### src/rtl/core/sot_pkg.sv
// Package for the shape overlap test pipeline.
// Holds the pair-type codes, the per-stage flag struct and the work width helper.
// No dependencies.
package sot_pkg;

  // Default field widths of the coordinate and size inputs.
  localparam int unsigned CoordBitsDef = 20;
  localparam int unsigned SizeBitsDef  = 16;

  // Pair type carried by each transaction.
  typedef enum logic [1:0] {
    MODE_RECT_RECT     = 2'd0,
    MODE_RECT_CIRCLE   = 2'd1,
    MODE_CIRCLE_CIRCLE = 2'd2
  } mode_e;

  // Control and partial results that travel alongside the data path.
  typedef struct packed {
    logic  valid;
    mode_e mode;
    logic  rr_hit;   // rectangle pair overlaps on both axes
    logic  near;     // squared distance below squared threshold
    logic  band_x;   // circle centre strictly inside the rectangle span in x
    logic  band_y;   // circle centre strictly inside the rectangle span in y
    logic  hit_x;    // side check along x succeeds
    logic  hit_y;    // side check along y succeeds
  } sot_flags_t;

  // Signed width of the doubled-domain differences, with headroom for
  // adding or subtracting a size or a doubled radius.
  function automatic int unsigned sot_work_width(int unsigned coord_bits,
                                                 int unsigned size_bits);
    int unsigned wider;
    wider = (coord_bits > size_bits) ? coord_bits : size_bits;
    return wider + 3;
  endfunction

endpackage

### src/rtl/core/sot_diff.sv
// Stage 1 of the overlap pipeline: centre differences and threshold sums.
// Depends on sot_pkg.
module sot_diff
  import sot_pkg::*;
#(
  parameter int unsigned COORD_BITS = CoordBitsDef,
  parameter int unsigned SIZE_BITS  = SizeBitsDef,
  localparam int unsigned DW        = sot_work_width(COORD_BITS, SIZE_BITS)
) (
  input  logic                         clk_i,
  input  logic                         rst_ni,
  input  logic                         en_i,
  input  logic                         valid_i,
  input  logic [1:0]                   mode_i,
  input  logic signed [COORD_BITS-1:0] a_x_i,
  input  logic signed [COORD_BITS-1:0] a_y_i,
  input  logic [SIZE_BITS-1:0]         a_width_i,
  input  logic [SIZE_BITS-1:0]         a_height_i,
  input  logic [SIZE_BITS-1:0]         a_radius_i,
  input  logic signed [COORD_BITS-1:0] b_x_i,
  input  logic signed [COORD_BITS-1:0] b_y_i,
  input  logic [SIZE_BITS-1:0]         b_width_i,
  input  logic [SIZE_BITS-1:0]         b_height_i,
  input  logic [SIZE_BITS-1:0]         b_radius_i,
  output logic signed [DW-1:0]         dx_o,
  output logic signed [DW-1:0]         dy_o,
  output logic [SIZE_BITS+1:0]         thr_o,
  output logic [SIZE_BITS:0]           sum_x_o,
  output logic [SIZE_BITS:0]           sum_y_o,
  output logic [SIZE_BITS-1:0]         aw_o,
  output logic [SIZE_BITS-1:0]         ah_o,
  output logic [SIZE_BITS:0]           r_o,
  output sot_flags_t                   flags_o
);

  logic signed [DW-1:0]  ax2, ay2, bx2, by2;
  logic signed [DW-1:0]  dx_d, dx_q, dy_d, dy_q;
  logic [SIZE_BITS-1:0]  side, thr_base_sel;
  logic [SIZE_BITS:0]    thr_base;
  logic [SIZE_BITS+1:0]  thr_d, thr_q;
  logic [SIZE_BITS:0]    sum_x_d, sum_x_q, sum_y_d, sum_y_q;
  logic [SIZE_BITS-1:0]  aw_q, ah_q;
  logic [SIZE_BITS:0]    r_q;
  sot_flags_t            flags_d, flags_q;

  // Doubled centres keep half sizes exact.
  assign ax2 = DW'($signed({a_x_i, 1'b0}));
  assign ay2 = DW'($signed({a_y_i, 1'b0}));
  assign bx2 = DW'($signed({b_x_i, 1'b0}));
  assign by2 = DW'($signed({b_y_i, 1'b0}));

  assign dx_d = ax2 - bx2;
  assign dy_d = ay2 - by2;

  // Threshold before squaring: twice (radius sum) for circles, twice
  // (larger side plus radius) for the quick reject of rectangle vs circle.
  assign side         = (a_width_i > a_height_i) ? a_width_i : a_height_i;
  assign thr_base_sel = (mode_e'(mode_i) == MODE_CIRCLE_CIRCLE) ? a_radius_i : side;
  assign thr_base     = (SIZE_BITS+1)'(thr_base_sel) + (SIZE_BITS+1)'(b_radius_i);
  assign thr_d        = {thr_base, 1'b0};

  // Rectangle pair limits per axis.
  assign sum_x_d = (SIZE_BITS+1)'(a_width_i) + (SIZE_BITS+1)'(b_width_i);
  assign sum_y_d = (SIZE_BITS+1)'(a_height_i) + (SIZE_BITS+1)'(b_height_i);

  // Flags start with only the transaction valid bit and the pair type.
  always_comb begin
    flags_d       = '0;
    flags_d.valid = valid_i;
    flags_d.mode  = mode_e'(mode_i);
  end

  // Control register.
  always_ff @(posedge clk_i or negedge rst_ni) begin
    if (!rst_ni) begin
      flags_q <= '0;
    end else if (en_i) begin
      flags_q <= flags_d;
    end
  end

  // Data registers.
  always_ff @(posedge clk_i) begin
    if (en_i) begin
      dx_q    <= dx_d;
      dy_q    <= dy_d;
      thr_q   <= thr_d;
      sum_x_q <= sum_x_d;
      sum_y_q <= sum_y_d;
      aw_q    <= a_width_i;
      ah_q    <= a_height_i;
      r_q     <= {b_radius_i, 1'b0};
    end
  end

  assign dx_o    = dx_q;
  assign dy_o    = dy_q;
  assign thr_o   = thr_q;
  assign sum_x_o = sum_x_q;
  assign sum_y_o = sum_y_q;
  assign aw_o    = aw_q;
  assign ah_o    = ah_q;
  assign r_o     = r_q;
  assign flags_o = flags_q;

endmodule

### config.mk
export PLATFORM = sky130hd
export DESIGN_NAME = sot_diff
export DESIGN_NICKNAME = d
export VERILOG_FILES = /design/src/rtl/core/sot_pkg.sv /design/src/rtl/core/sot_diff.sv
export SDC_FILE = /design/constraint.sdc
export NUM_CORES = 1
export LEC_CHECK = 0
export BUFFER_PORTS_ARGS = -buffer_cell sky130_fd_sc_hd__clkbuf_2
export CAP_MARGIN = 5
export CORE_AREA = 5 5 139 141
export DETAILED_ROUTE_END_ITERATION = 16
export DIE_AREA = 0 0 144 146
export PLACE_DENSITY = 0.93
export SETUP_SLACK_MARGIN = 0.2
export SLEW_MARGIN = 20
export SYNTH_ARGS = -nofsm -noshare
export SYNTH_HDL_FRONTEND = slang
export SYNTH_SLANG_ARGS = --single-unit
export TNS_END_PERCENT = 100
### constraint.sdc
create_clock -name clk_i -period 1 [get_ports clk_i]
set_input_delay 0.2 -clock clk_i [delete_from_list [all_inputs] [get_ports clk_i]]
set_output_delay 0.2 -clock clk_i [all_outputs]
set_load 0.03 [all_outputs]
==> results by group, run 1 <==
Timing
  – Worst_ep grt: thr_o[16]$_DFFE_PP_/D
  – Worst ep type: register data pin

Yosys
  – Synth area leader: edfxtp_1
  – Post-synth EDFFs: approximately 140
  – Mapped Area: 9590 um2
  – Top-area cell type share of the netlist area: around 44%
  – Most used DFF post-synth: edfxtp_1
  – Gate count of the mapped netlist: around 900
  – Synth cell types: 59
  – Sequential area share after synthesis: between 40% and 50%
  – Ranking of synthesized cells by area: edfxtp_1, ha_1, xnor2_1, inv_1, a21oi_1
  – Synthesized flop and latch total: between 100 and 150
  – Ys async rst share: about 2.1%
  – Average size of a mapped cell: 10.6 um2
  – Yosys warns: 0

CTS
  – CTS root buf: clkbuf_16
  – Clk sinks: 144
  – Clock Path Buffers: 2
  – H-tree depth: 4
  – Total CTS buffers: 17

Die
  – Row cnt: 49
  – I/O Pins: between 300 and 400
  – Die W: about 140 um
  – Initial Util: between 50% and 60%
  – Die height: 146 um

Status
  – Err: [ERROR DPL-0038] Utilization greater than 100%, impossible to legalize
  – Last stage: 5_1_grt
  – Status: did not finish

Placed design
  – IO Port Bufs: 327
  – Gp weighted congestion: between 0.9 and 1
  – DPL Wire Length: slightly above 30000 um

Global route
  – Pin count of the biggest net entering global routing: 24
## cell families after synthesis
logic type,after synthesis,synth area share (%)
multiplexers,20,2.32
XOR/XNOR,69,6.30
flip-flops,144,44.9
adder cells (fa/ha/maj),110,14.7
AND/OR/NAND/NOR,225,11.3
other,1,0.0391
AO/OA/AOI/OAI,216,15.3
buffers and inverters,116,5.06
## metrics by stage
step	hold slack, ns	cells	cell area (um2)	worst slack [ns]
after floorplan	-0.0956	910	10700	-2.72
after global placement	-0.00290	1704	14600	-2.96
after detailed placement	-0.000872	1704	14600	-3.11
after CTS	0.00216	1781	16500	-2.62
## timing repair
item	CTS
buffers inserted	30
hold buffers	14
pin swaps	87
gates cloned	1
endpoints found under the setup margin	235
hold endpoints to repair	16
gates resized for setup	195
## synth_stat cells, drive strengths merged (12+ instances only)
library cell / instances
nor2b: 15
inv: 90
mux2: 18
a31oi: 16
buf: 14
clkbuf: 12
edfxtp: 141
a21o: 36
o21ai: 24
nand2: 63
xnor2: 47
nand3: 37
o21a: 15
a21oi: 62
nor3: 18
xor2: 22
ha: 105
nor2: 44
o211ai: 21
==> inputs of run 2 (changes only) <==
- CORE_AREA: 5 5 139 141 -> 5 5 161 163
- DIE_AREA: 0 0 144 146 -> 0 0 166 168
- PLACE_DENSITY: 0.93 -> not set
- PLACE_DENSITY_LB_ADDON: not set -> 0.15
- SETUP_SLACK_MARGIN: 0.2 -> not set
==> run 2 against run 1 <==
The flow now finishes, with violations (setup timing). Area after synthesis unchanged. Synthesized cell count unchanged.
==> results by group, run 2 <==
Status
  – Status: finished with violations
  – Violated checks: setup timing

Worst setup path
  – Critical path, cell by cell: clkbuf_2 > ha_4 > nand4_1 > or2_4 > o22a_1 > o311a_4 > buf_12 > buf_4 > mux2_4 > o211ai_1 > ha_1 > buf_6 > nor2b_2 > o21a_1 > o21ai_2 > a21oi_4 > a31oi_4 > o211ai_1 > xor2_1
  – Crit end category: flip-flop
  – Critical path's slowest cell: or2_4
  – FF-to-FF setup slack: between 0.2 and 0.25 ns
  – Crit path top cell by count: o211ai_1
  – Slowest stage delay, CP: 0.29 ns
  – Crit path DAT: approximately 3.7 ns
  – Critical Path Start Type: input pin
  – WP data required: about 1.2 ns
  – Crit path max fanout: 8
  – R2R cell count: 1
  – CP Class: input pin to flip-flop

Yosys
  – Top-area cell type share of the netlist area: between 40 and 50%
  – Average size of a mapped cell: roughly 11 um2
  – Ys async rst share: 2.08%
  – Post-synth EDFFs: ~140
  – Sequential area share after synthesis: 44.9%
  – Synth area leader: edfxtp_1
  – Yosys warns: 0
  – Top-count cell post-synth: edfxtp_1
  – Synthesized flop and latch total: 144
  – Gate count of the mapped netlist: 901
  – Mapped Area: 9590 um2
  – Ranking of synthesized cells by area: edfxtp_1, ha_1, xnor2_1, inv_1, a21oi_1
  – Most used DFF post-synth: edfxtp_1
  – Synth cell types: 59
  – Most common library cells after synthesis: edfxtp_1, ha_1, inv_1

Timing
  – Setup TNS: -94.84 ns
  – Setup Viol. Count Final: 229
  – Final Hold Vio Count: 0
  – FMAX: around 280 MHz
  – Tcrit/Tclk final: 356%
  – Actual slew at the worst max-slew pin: 0.501 ns
  – Crit path setup slack, layout: -2.56 ns
  – Tmin final: 3.56 ns
  – Worst Skew: 0 ns
  – Pins Over Slew Limit: 0
  – RSZ-0062 raised after global routing: yes
  – Slew headroom: 66.3%

Detailed routing
  – Residual DRC count: 0
  – Wire per inst: 18.2 um
  – Final ANT Viol Nets: 0
  – Initial DRC count: 497
  – Post-Route WL: 34200 um
  – DR vias: 9456
  – Via density: around 5.0
  – Drt pass-1 iters: 5

Placed design
  – Dpl cell area: roughly 15000 um2
  – IO Port Bufs: 327
  – Placed cell count: 1793
  – DPL Wire Length: 25600 um
  – Gp weighted congestion: 0.873

Final layout
  – Final Non-Filler Cells: 1878
  – Ant. Diodes: 0
  – Final instance area: 18100 um2
  – Fraction of layout instances using a drive strength above 1: between 50% and 60%
  – Syn-to-layout area delta: 88.9%
  – Most frequent cells in the layout: buf_4, clkbuf_2, edfxtp_1, clkbuf_8, buf_6
  – Commonest non-fill, non-tap cell in the layout: buf_4
  – Final #Nets: 1833

CTS
  – Clk sinks: 144
  – CTS root buf: clkbuf_16
  – H-tree depth: 4
  – Clock Path Buffers: 2
  – Worst skew pair latency: 0.43 ns
  – Clock slew at reported path FFs: approximately 0.07 ns
  – CTS tree: yes
  – Total CTS buffers: 17

Global route
  – GRT Total Usage: ~23%
  – Pin count of the biggest net entering global routing: 52
  – First-pass GRT wire length: 51400 um
  – Initial antenna violation count: 3
  – Grt ovf: 0
  – Vias in the first global route: ~10k

Die
  – Row cnt: 57
  – Core area: ~24000 um2
  – I/O Pins: between 300 and 400
  – Initial Util: 39.7%
  – Die height: between 150 and 200 um
  – Die W: between 150 and 200 um
  – Die ar.: 27900 um2

Pwr
  – Areal power density over the cells: 1470 nW/um2
  – Leakage: 0.00813 uW
  – Peak supply drop: 0.890 mV
  – Power, Total: around 27000 uW

Min path
  – Hold Path Stages: 1
  – Worst min path class: input pin to flip-flop

Job
  – Max-Cap Viols: 0
## run 2: final cells by class
cell class / count / area, um2
Multi-Input combinational cell: 650 / 6420
Fill cell: 1618 / 6050
Sequential cell: 144 / 4310
Timing Repair Buffer: 638 / 5890
Tap cell: 324 / 405
Clock inverter: 15 / 208
Inverter: 90 / 465
Clock buffer: 17 / 425
## run 2: routing by layer
metal | share of wire (%) | track usage, % | vias to the layer above
li1 | - | - | 4597
met1 | 38 | 26.1 | 4474
met2 | 52 | 42.2 | 317
met3 | 6.2 | 6.35 | 62
met4 | 3.3 | 8.18 | 6
met5 | 0.12 | 0 | -
## run 2: worst paths after layout
kind,from,end
min in group asynchronous,rst_ni,flags_o[6]
worst max register to register,flags_o[7],flags_o[7]
worst min-delay path,b_radius_i[10],r_o[11]
worst min register to register,flags_o[8],flags_o[8]
worst max-delay path,a_width_i[8],thr_o[15]
max in group asynchronous,rst_ni,flags_o[7]
## run 2: cells by family (layout without fill, tap and decap cells)
family / after synthesis / in the layout / share of synthesized area [%]
AO/OA/AOI/OAI: 216 / 216 / 15.3
XOR/XNOR: 69 / 69 / 6.30
adder cells (fa/ha/maj): 110 / 110 / 14.7
buffers and inverters: 116 / 760 / 5.06
flip-flops: 144 / 144 / 44.9
multiplexers: 20 / 20 / 2.32
other: 1 / 10 / 0.0391
AND/OR/NAND/NOR: 225 / 225 / 11.3
## run 2: critical path, delay by kind of cell
family / cells / cell delay (ns)
AOI/OAI and AO/OA: 8 / 1.41
xor gates and xnor gates: 1 / 0.16
adders and majority gates: 2 / 0.56
buffers and inverters: 4 / 0.55
muxes: 1 / 0.28
and+or+nand+nor: 3 / 0.56
## run 2: what timing repair did
item / CTS / global route
pin swaps: 99 / 86
buffers inserted: 29 / 24
cloned: 0 / 1
gates resized for setup: 405 / 174
setup endpoints to repair: 227 / 229
hold buffers: 9 / 4
hold endpoints to repair: 11 / 4
## run 2: power by group
group	switching, uW	internal (uW)	leakage, uW
clock	2780	4220	0.000304
sequential	432	7760	0.00141
combinational	5550	5820	0.00641
total	8770	17800	0.00813
## run 2: metrics by stage
stage / worst slack [ns] / utilization (%) / hold slack, ns
2_1_floorplan: -2.72 / - / -0.0956
3_3_place_gp: -3.07 / 60.4 / -0.00122
3_5_place_dp: -3.16 / 60.4 / 0.00392
4_1_cts: -2.56 / 71.8 / 0.00476
5_1_grt: -2.69 / 75.0 / 0.00461
6_report: -2.56 / 75.0 / 0.0272
(Power assumes the default switching activity.)
